--- src/rtl/max_line_hull_container_macros.svh ---
// Assertion macros used by the line hull container top level.
// Each macro expects signals named clk and rst in the scope where it is used.
`ifndef MAX_LINE_HULL_CONTAINER_MACROS_SVH
`define MAX_LINE_HULL_CONTAINER_MACROS_SVH

// Same-cycle implication, disabled during reset.
`define MLH_ASSERT(label, ante, cons, msg) \
  label: assert property (@(posedge clk) disable iff (rst) (ante) |-> (cons)) \
    else $error(msg);

// Next-cycle implication, disabled during reset.
`define MLH_ASSERT_NEXT(label, ante, cons, msg) \
  label: assert property (@(posedge clk) disable iff (rst) (ante) |=> (cons)) \
    else $error(msg);

`endif

--- src/rtl/mlh_pkg.sv ---
// Shared types and constants of the line hull container.
// No dependencies; mlh_front, mlh_engine and the top level import this package.
package mlh_pkg;

  localparam int SLOPE_W     = 32;
  localparam int ICPT_W      = 48;
  localparam int POINT_W     = 32;
  localparam int VALUE_W     = 64;
  localparam int QUEUE_DEPTH = 2;

  typedef enum logic {
    OP_INSERT = 1'b0,
    OP_QUERY  = 1'b1
  } op_t;

  typedef logic [1:0] status_t;
  localparam status_t ST_OK    = 2'd0;
  localparam status_t ST_EMPTY = 2'd1;
  localparam status_t ST_FULL  = 2'd2;

  typedef struct packed {
    logic signed [SLOPE_W-1:0] slope;
    logic signed [ICPT_W-1:0]  intercept;
  } line_t;

  typedef struct packed {
    op_t                       op;
    logic signed [SLOPE_W-1:0] slope;
    logic signed [ICPT_W-1:0]  intercept;
    logic signed [POINT_W-1:0] query_point;
  } cmd_t;

endpackage

--- src/rtl/mlh_if.sv ---
// Valid/ready channel interfaces for requests and results.
// Field widths follow the constants of mlh_pkg.
interface mlh_item_if;
  logic               valid;
  logic               ready;
  logic               mode;
  logic signed [31:0] slope;
  logic signed [47:0] intercept;
  logic signed [31:0] query_point;

  modport source(output valid, mode, slope, intercept, query_point, input ready);
  modport sink(input valid, mode, slope, intercept, query_point, output ready);
endinterface


--- src/rtl/mlh_front.sv ---
// Request front end: decodes incoming requests and queues them for the engine.
// Depends on mlh_pkg and mlh_item_if.
module mlh_front (
  input  logic          clk,
  input  logic          rst,
  mlh_item_if.sink      items,
  output logic          cmd_valid,
  input  logic          cmd_ready,
  output mlh_pkg::cmd_t cmd
);
  import mlh_pkg::*;

  localparam int PTR_W = $clog2(QUEUE_DEPTH);
  localparam int CNT_W = $clog2(QUEUE_DEPTH + 1);

  cmd_t             slots [QUEUE_DEPTH];
  logic [PTR_W-1:0] wr_ptr;
  logic [PTR_W-1:0] rd_ptr;
  logic [CNT_W-1:0] fill;
  logic             push;
  logic             pop;
  cmd_t             decoded;

  always_comb begin
    decoded.op          = items.mode ? OP_QUERY : OP_INSERT;
    decoded.slope       = items.slope;
    decoded.intercept   = items.intercept;
    decoded.query_point = items.query_point;
  end

  assign items.ready = (fill != CNT_W'(QUEUE_DEPTH));
  assign push        = items.valid && items.ready;
  assign cmd_valid   = (fill != '0);
  assign pop         = cmd_valid && cmd_ready;
  assign cmd         = slots[rd_ptr];

  always_ff @(posedge clk) begin
    if (push) begin
      slots[wr_ptr] <= decoded;
    end
  end

  always_ff @(posedge clk) begin
    if (rst) begin
      wr_ptr <= '0;
      rd_ptr <= '0;
      fill   <= '0;
    end else begin
      if (push) begin
        wr_ptr <= (wr_ptr == PTR_W'(QUEUE_DEPTH - 1)) ? '0 : wr_ptr + 1'b1;
      end
      if (pop) begin
        rd_ptr <= (rd_ptr == PTR_W'(QUEUE_DEPTH - 1)) ? '0 : rd_ptr + 1'b1;
      end
      if (push && !pop) begin
        fill <= fill + 1'b1;
      end else if (pop && !push) begin
        fill <= fill - 1'b1;
      end
    end
  end

endmodule

--- src/flat_wrapper.sv ---
// flat-port wrapper written by rule: the top's interface ports become plain ports
module mlh_front_flat import mlh_pkg::*;
  (clk, rst, cmd_valid, cmd_ready, cmd, items_valid, items_mode, items_slope, items_intercept, items_query_point, items_ready);
  mlh_item_if items_i ();
  input  logic clk;
  input  logic rst;
  output logic cmd_valid;
  input  logic cmd_ready;
  output mlh_pkg::cmd_t cmd;
  input wire logic [$bits(items_i.valid)-1:0] items_valid;
  input wire logic [$bits(items_i.mode)-1:0] items_mode;
  input wire logic [$bits(items_i.slope)-1:0] items_slope;
  input wire logic [$bits(items_i.intercept)-1:0] items_intercept;
  input wire logic [$bits(items_i.query_point)-1:0] items_query_point;
  output wire logic [$bits(items_i.ready)-1:0] items_ready;
  assign items_i.valid = items_valid;
  assign items_i.mode = items_mode;
  assign items_i.slope = items_slope;
  assign items_i.intercept = items_intercept;
  assign items_i.query_point = items_query_point;
  assign items_ready = items_i.ready;
  mlh_front u_core (.clk(clk), .rst(rst), .items(items_i), .cmd_valid(cmd_valid), .cmd_ready(cmd_ready), .cmd(cmd));
endmodule
--- config.mk ---
export PLATFORM = sky130hd
export DESIGN_NAME = mlh_front_flat
export DESIGN_NICKNAME = d
export VERILOG_FILES = /design/src/rtl/max_line_hull_container_macros.svh /design/src/rtl/mlh_pkg.sv /design/src/rtl/mlh_if.sv /design/src/rtl/mlh_front.sv /design/src/flat_wrapper.sv
export SDC_FILE = /design/constraint.sdc
export NUM_CORES = 1
export LEC_CHECK = 0
export BUFFER_PORTS_ARGS = -buffer_cell sky130_fd_sc_hd__buf_4
export CORE_ASPECT_RATIO = 1.75
export CORE_MARGIN = 10
export CORE_UTILIZATION = 47
export CTS_CLUSTER_SIZE = 10
export DETAILED_ROUTE_END_ITERATION = 12
export GPL_ROUTABILITY_DRIVEN = 0
export PLACE_DENSITY = 0.84
export SLEW_MARGIN = 20
export SYNTH_ARGS = -nofsm -noshare
export SYNTH_HDL_FRONTEND = slang
export SYNTH_SLANG_ARGS = --single-unit
--- constraint.sdc ---
create_clock -name clk -period 3.38 [get_ports clk]
set_input_delay 0.507 -clock clk [delete_from_list [all_inputs] [get_ports clk]]
set_output_delay 0.507 -clock clk [all_outputs]
set_load 0.02 [all_outputs]
======== After elaboration in Yosys (flattened, before gate mapping) ========
Memory sizes are Yosys's and may differ from the RTL's. A register that Yosys moved wholly into a read port is not among the register bits.
Cells that the tools add are included.
storage, ports and cells
  register bits after elaboration ......... 4
  RAM bits ................................ 226
  input bits .............................. 117
  output and inout port bits .............. 115
  logic and storage cells ................. 26
  memories kept ........................... 1
memory list
  memory        words  width  read ports  clocked after memory_dff  write ports  RTL line         RTL
  u_core.slots  2      113    1           1                         1            mlh_front.sv:16  cmd_t slots [QUEUE_DEPTH];
cells by class
  add/subtract/negate cells ............... 4
  equal/unequal tests ..................... 1
  muxes and demuxes ....................... 9
  reductions and logical operators ........ 8
operator list
  kind                   count
  $mux W1                7
  $logic_and A1 B1 Y1    4
  $mux W2                2
  $reduce_bool A2 Y1     2
  $add A1 B1 Y1 const B  2
  $add A2 B1 Y2 const B  1
  $logic_not A1 Y1       2
  $ne A2 B2 Y1 const B   1
  $sub A2 B1 Y2 const B  1

======== Depth between registers and ports, before layout ========
Gate-level depths: netlist of run 1.
  depth after elaboration ................. 6
  depth in mapped cells ................... 6
  depth with buffers taken out ............ 6

======== Worst setup path after synthesis of run 1 ========
No wires, ideal clock.
  path kind ............................... register to register
  start ................................... register u_core.fill[0]
  end ..................................... memory u_core.slots[1][0] (netlist bit), enable pin
  setup time .............................. 486 ps
  arrival ................................. 3384 ps
  required time ........................... 2894 ps
  path slack .............................. -490 ps
  cell stages (with the launch flop) ...... 3
  path buffers ............................ 0
  clock period less this slack ............ 3870 ps
  cell sequence ........................... dfxtp_1 nand2b_1 and3_1
on the way
  longest elaborated chain between the ends .. 4
ends and longest elaborated chain
  element                        RTL line            RTL
  start, declared                mlh_front.sv:19     logic [CNT_W-1:0] fill;
  start signal, assigned         mlh_front.sv:56     fill <= fill + 1'b1;
  start signal, assigned         mlh_front.sv:58     fill <= fill - 1'b1;
  $ne A2 B2 Y1                   mlh_front.sv:31     assign items.ready = (fill != CNT_W'(QUEUE_DEPTH));
  named net items_ready          flat_wrapper.sv:15  output wire logic [$bits(items_i.ready)-1:0] items_ready;
  $logic_and A1 B1 Y1            mlh_front.sv:32     assign push = items.valid && items.ready;
  $mux W1                        mlh_front.sv:38     if (push) begin
  $mux W1 (not written as such)  mlh_front.sv:39     slots[wr_ptr] <= decoded;
  end, declared                  mlh_front.sv:16
The timed path passes the listed nets, and every way through them passes these cells.

==> flow_summary.ini, run 1 <==
[cells_and_area]
final_layout_size_suffix_gt1_share_pct = 60.1
area_delta_synth_final_pct = 31.4
fin_nets = 748
antenna-diode-count = 0

[clock_tree]
cts_buffers = 27
cts_tree = yes
ctsResizeCount = 0
path_clk_slew_ns = 0.05
cts_sinks = 231
cts_hold_buffers = 0
root_buffer = clkbuf_16
clock_latency_ns = 0.50
cts_buffer_depth = 3
post_cts_buffers = 0
htree_levels = 1

[worst_hold_path]
min-delay-start = items_intercept[28]
hold_path_class = in -> reg

[timing]
finalSetupTns_ns = 0
fin_crit_ns = 2.61
fin_skew_ns = 0.00974
slew_violations = 0
relSlewSlack_pct = 43.4
rsz0062_at_grt = false
setup_ws_ns = 0.765
setup_viol = 0
tightest_slew_ns = 0.850
max_freq_mhz = 382
min_period_over_period_pct = 77.4
hold_viol = 0

[critical_path]
crit_path_start_kind = register
arrival_ns = 2.11
crit_required_ns = 2.87
cpMaxStageDelayCell = dfxtp_4
cpPeakStageDelay_ns = 0.55
critPathKind = reg -> out
path_max_fanout = 30
r2r_setup_slack_ns = 1.38
cp-end-kind = output pin
critical_path.cell_chain = buf_4 -> mux2_2 -> buf_4
critPathMostFrequentCell = buf_4
reg2reg_from = u_core.fill[0]

[global_routing]
globalRouteOverflowTotal = 0
grt_pass1_vias = 4868
grt_pass1_wl_microns = 27900
grt_usage_pct = 15.1
grt_max_degree = 63
grt_antenna_before_repair = 0

[logic_synthesis]
syn_area_per_cell_sq_um = 23.1
synth.top_cell.area_share_pct = 78.3
synth_seq_area_share_pct = 79.4
yosys_warnings = 0
ys_types = 20
synth_fp_nets = 494
syn_area_sq_um = 8670
postSynthCellCount = 376
yosys.area.top_type = edfxtp_1
synth-seq-cells = 231
yosys-top-cells-area = edfxtp_1 (78%), mux2_4 (12%), mux2_2 (5.6%)

[status]
status = finished, final reports clean

[place]
dp_hpwl_microns = 14200
place_ws_ns = 1.27
port_buffers = 231

[job]
maxCapViolations = 0

[route]
dr.pass1.iters = 5
routed_wl_microns = 19500
wire_per_inst_microns = 22.3
antenna_left = 0
via_per_inst = 5.01
vias = 4376
drc = 0
drt_iter0_markers = 253

[power_and_ir_drop]
ir_drop_v = 0.000709
p_per_area_nw_per_um2 = 775
leakagePower_uw = 0.00437

[die]
die_h_microns = 200
coreArea_sq_um = 18100
rows = 65
die_area_sq_um = 24500
fp.dieW_microns = 123
ios = 232
start_util_pct = 48.0
==> Yosys cell counts <==
cell type,number
edfxtp_1,226
mux2_4,70
mux2_2,43
buf_6,8
dfxtp_1,5
buf_2,4
nor2_1,3
xor2_1,3
a21oi_1,2
o21ai_0,2
a21bo_2,1
and2_1,1
and3_1,1
buf_8,1
ha_1,1
inv_1,1
nand2b_1,1
nand3b_1,1
or2_2,1
or3_1,1
==> layout by cell type (no fill, tap or decap), drive strengths merged, types with 2 or more instances in the layout <==
master and instances:
o21ai 2, edfxtp 226, a21oi 2, xor2 3, clkbuf 37, dfxtp 5, buf 238, nor2 3
mux2 113
==> flip-flops by register name, indices dropped and copies added, names as in the netlist, named ones only <==
| name | count |
|---|---|
| u_core.wr_ptr | 1 |
| u_core.rd_ptr | 1 |
| u_core.slots | 226 |
| u_core.fill | 2 |
==> logic make-up after synthesis <==
group / after synthesis / synth area share (%)
buffers and inverters: 14 / 1.49
muxes: 113 / 17.7
xor gates and xnor gates: 3 / 0.303
adders and majority gates: 1 / 0.144
DFF: 231 / 79.4
AOI/OAI and AO/OA: 5 / 0.346
and+or+nand+nor: 9 / 0.578
==> where the power goes <==
group | switching, uW | internal (uW) | total [uW]
clock network | 970 | 1440 | 2410
logic | 1380 | 1300 | 2680
registers | 151 | 3590 | 3740
==> worst max-delay path, delay by kind of cell (launching register included) <==
kind                   cells  cell delay [ns]
buffers and inverters      2             0.63
flip-flops                 1             0.55
multiplexers               1             0.40
==> layout make-up <==
class                           count  area, sq um
Inverter                            1         7.51
Clock inverter                      1         8.76
Timing Repair Buffer              238         1820
Clock buffer                       37          713
Multi-Input combinational cell    131         1660
Fill cell                        1275         6660
Sequential cell                   231         6890
Tap cell                          234          293
==> metal layers <==
layer  GRT usage, %  part of all wire, %  vias to the layer above
met5              0                    0                        -
li1               -                    -                     1984
met3           4.52                  7.2                       48
met2           28.4                   57                      176
met1           14.3                   32                     2168
met4           6.75                  3.8                        0
==> path summary, 6_finish.rpt <==
path | endpoint | depth (start not counted)
worst max-delay path | cmd[103] | 3
worst min-delay path | u_core.slots[1][60] | 1
worst max register to register | u_core.slots[1][72] | 3
worst min register to register | register | 2
==> per-stage QoR <==
| step | instance area (sq um) | cells | power [uW] | hold slack (ns) | util (%) |
|---|---|---|---|---|---|
| floorplan | 8670 | 376 | 5490 | 0.471 | - |
| global placement | 10700 | 835 | 6430 | 0.488 | 59.1 |
| detailed placement | 10700 | 835 | 6520 | 0.491 | 59.1 |
| CTS | 11400 | 873 | 8940 | 0.167 | 63.1 |
| global route | 11400 | 873 | 9180 | 0.169 | 63.1 |
| finish | 11400 | 873 | 8830 | 0.187 | 63.1 |
Note: power is estimated with default switching activity, not from simulation.
==> inputs of run 2 (changes only) <==
==> constraint.sdc (replaced) <==
create_clock -name clk -period 2.2 [get_ports clk]
set_input_delay 0.33 -clock clk [delete_from_list [all_inputs] [get_ports clk]]
set_output_delay 0.33 -clock clk [all_outputs]
set_load 0.02 [all_outputs]
==> run 2 against run 1 <==
Against the previous run:
- cell count increased by 13%
- sequential power grew 52%
- wire length increased by 12%
- combinational power up 66%
- core utilization grew 6.5 points
- critical path depth stayed put
- worst hold slack worse by 0.16 ns
- clock power grew 57%
- count of clock-buffer cells in the layout is 1 higher
- first-iteration DRC count decreased by 6.7%
- sequential share of layout area decreased by 5.7 points
- die area is the same
- highest routed layer unchanged
==> flow_summary.ini, run 2 (same netlist as run 1, synthesis figures left out) <==
[timing]
min_period_over_period_pct = 96.1
tightest_slew_ns = 0.525
hold_viol = 0
relSlewSlack_pct = 65.0
fin_crit_ns = 2.11
fin_skew_ns = 0.0224
max_freq_mhz = 473
hold_ws_ns = 0.0242
finalSetupTns_ns = 0
slew_violations = 0
rsz0062_at_grt = false
setup_viol = 0

[critical_path]
crit_required_ns = 1.87
arrival_ns = 1.78
path_max_fanout = 44
timing.critical_path.buf_inv = 2
r2r_setup_slack_ns = 0.58
reg2reg_from = u_core.fill[0]
crit_family = buffers and inverters
reg2reg_depth = 4
cpMaxStageDelayCell = dfxtp_4
critical_path.cell_chain = buf_12 -> mux2_2 -> buf_4
cpPeakStageDelay_ns = 0.39
crit_path_start_kind = register
cp-end-kind = output pin
critPathKind = reg -> out
reg2reg_to = u_core.slots[0][52]

[cells_and_area]
biggestRegsByFlops = u_core.slots: 226 flops, u_core.fill: 2 flops
final_cell_mix = buf_4 (233), edfxtp_1 (226), dlygate4sd3_1 (113), mux2_4 (70), mux2_2 (43)
fin_nets = 861
final_common_cell = buf_4
final_area_sq_um = 12600
top_register = u_core.slots
final_layout_size_suffix_gt1_share_pct = 51.3
area_delta_synth_final_pct = 45.1
largest_register_ffs = 226
instances_no_fill = 989

[route]
vias = 4912
drt_iter0_markers = 236
via_per_inst = 4.97
routed_wl_microns = 21900
dr.pass1.iters = 6
drc = 0
antenna_left = 0
wire_per_inst_microns = 22.1

[worst_hold_path]
whs_endpoint = u_core.slots[1][54]
hold_path_class = in -> reg
hold_depth = 1
min-delay-start = items_intercept[22]

[die]
ios = 232
die_h_microns = 200
fp.dieW_microns = 123
coreArea_sq_um = 18100
rows = 65
die_area_sq_um = 24500
start_util_pct = 48.0

[place]
port_buffers = 231
dp.cells = 835
placed_area_sq_um = 10700
dp_hpwl_microns = 14000

[global_routing]
grt_antenna_before_repair = 1
grt_usage_pct = 17.1
globalRouteOverflowTotal = 0
grt_max_degree = 76
grt_pass1_wl_microns = 32000
grt_pass1_vias = 5593

[clock_tree]
cts_buffers = 27
ctsResizeCount = 0
cts_sinks = 231
cts_tree = yes
root_buffer = clkbuf_16
path_clk_slew_ns = 0.06
htree_levels = 1
cts_buffer_depth = 3
clock_latency_ns = 0.52

[status]
status = finished, final reports clean

[power_and_ir_drop]
ir_drop_v = 0.000814
power.total_uw = 13900
p_per_area_nw_per_um2 = 1110
leakagePower_uw = 0.00485

[job]
maxCapViolations = 0
## run 2: power by group
part	internal, uW	leakage [uW]	switching, uW
sequential	5510	0.00215	186
combinational	2170	0.00235	2290
clock	2230	0.000355	1550
## run 2: routing by layer
| metal | GRT usage [%] | vias up | wire length [microns] | part of all wire (%) |
|---|---|---|---|---|
| met2 | 33.3 | 202 | 12800 | 59 |
| li1 | - | 2219 | - | - |
| met1 | 15.9 | 2446 | 6960 | 32 |
| met5 | 0 | - | 0 | 0 |
| met3 | 3.96 | 45 | 1300 | 5.9 |
| met4 | 7.76 | 0 | 775 | 3.5 |
## run 2: worst max path at each step
stage,start,to,slack [ns],depth (start not counted)
final,register,cmd[101],0.09,3
after global routing,register,cmd[101],0.03,3
after CTS,register,cmd[101],0.07,3
after detailed placement,u_core.fill[0],u_core.slots[0][25],0.60,4
after global placement,u_core.fill[0],u_core.slots[0][25],0.65,4
after floorplan,u_core.fill[0],u_core.slots[0][0],-0.52,3
## run 2: layout make-up
| cell class | count | area (sq um) |
|---|---|---|
| diodes | 1 | 2.50 |
| clock buffers | 38 | 717 |
| clock inverters | 2 | 17.5 |
| fillers | 1096 | 5480 |
| inverters | 1 | 7.51 |
| multi-input cells | 131 | 1670 |
| flip-flops and latches | 231 | 6890 |
| well taps | 234 | 293 |
| repair buffers | 351 | 2980 |
## run 2: stage by stage
| stage | worst slack (ns) | utilization (%) |
|---|---|---|
| after floorplan | -0.523 | - |
| after global placement | 0.647 | 59.3 |
| after detailed placement | 0.600 | 59.3 |
| after CTS | 0.0728 | 69.6 |
| after global routing | 0.0336 | 69.7 |
| final | 0.0867 | 69.7 |
## run 2: worst register-to-register path, stage by stage, from the launching register on
cell	delay, ns
dfxtp_2	0.37
nand2b_4	0.16
nand3b_1	0.13
clkinvlp_4	0.12
buf_4	0.45
## run 2: repair_timing
| item | in CTS | in global routing |
|---|---|---|
| endpoints found under the hold margin | 229 | 0 |
| setup endpoints to repair | 0 | 0 |
| hold buffers | 113 | 0 |
| setup buffers | 0 | 0 |
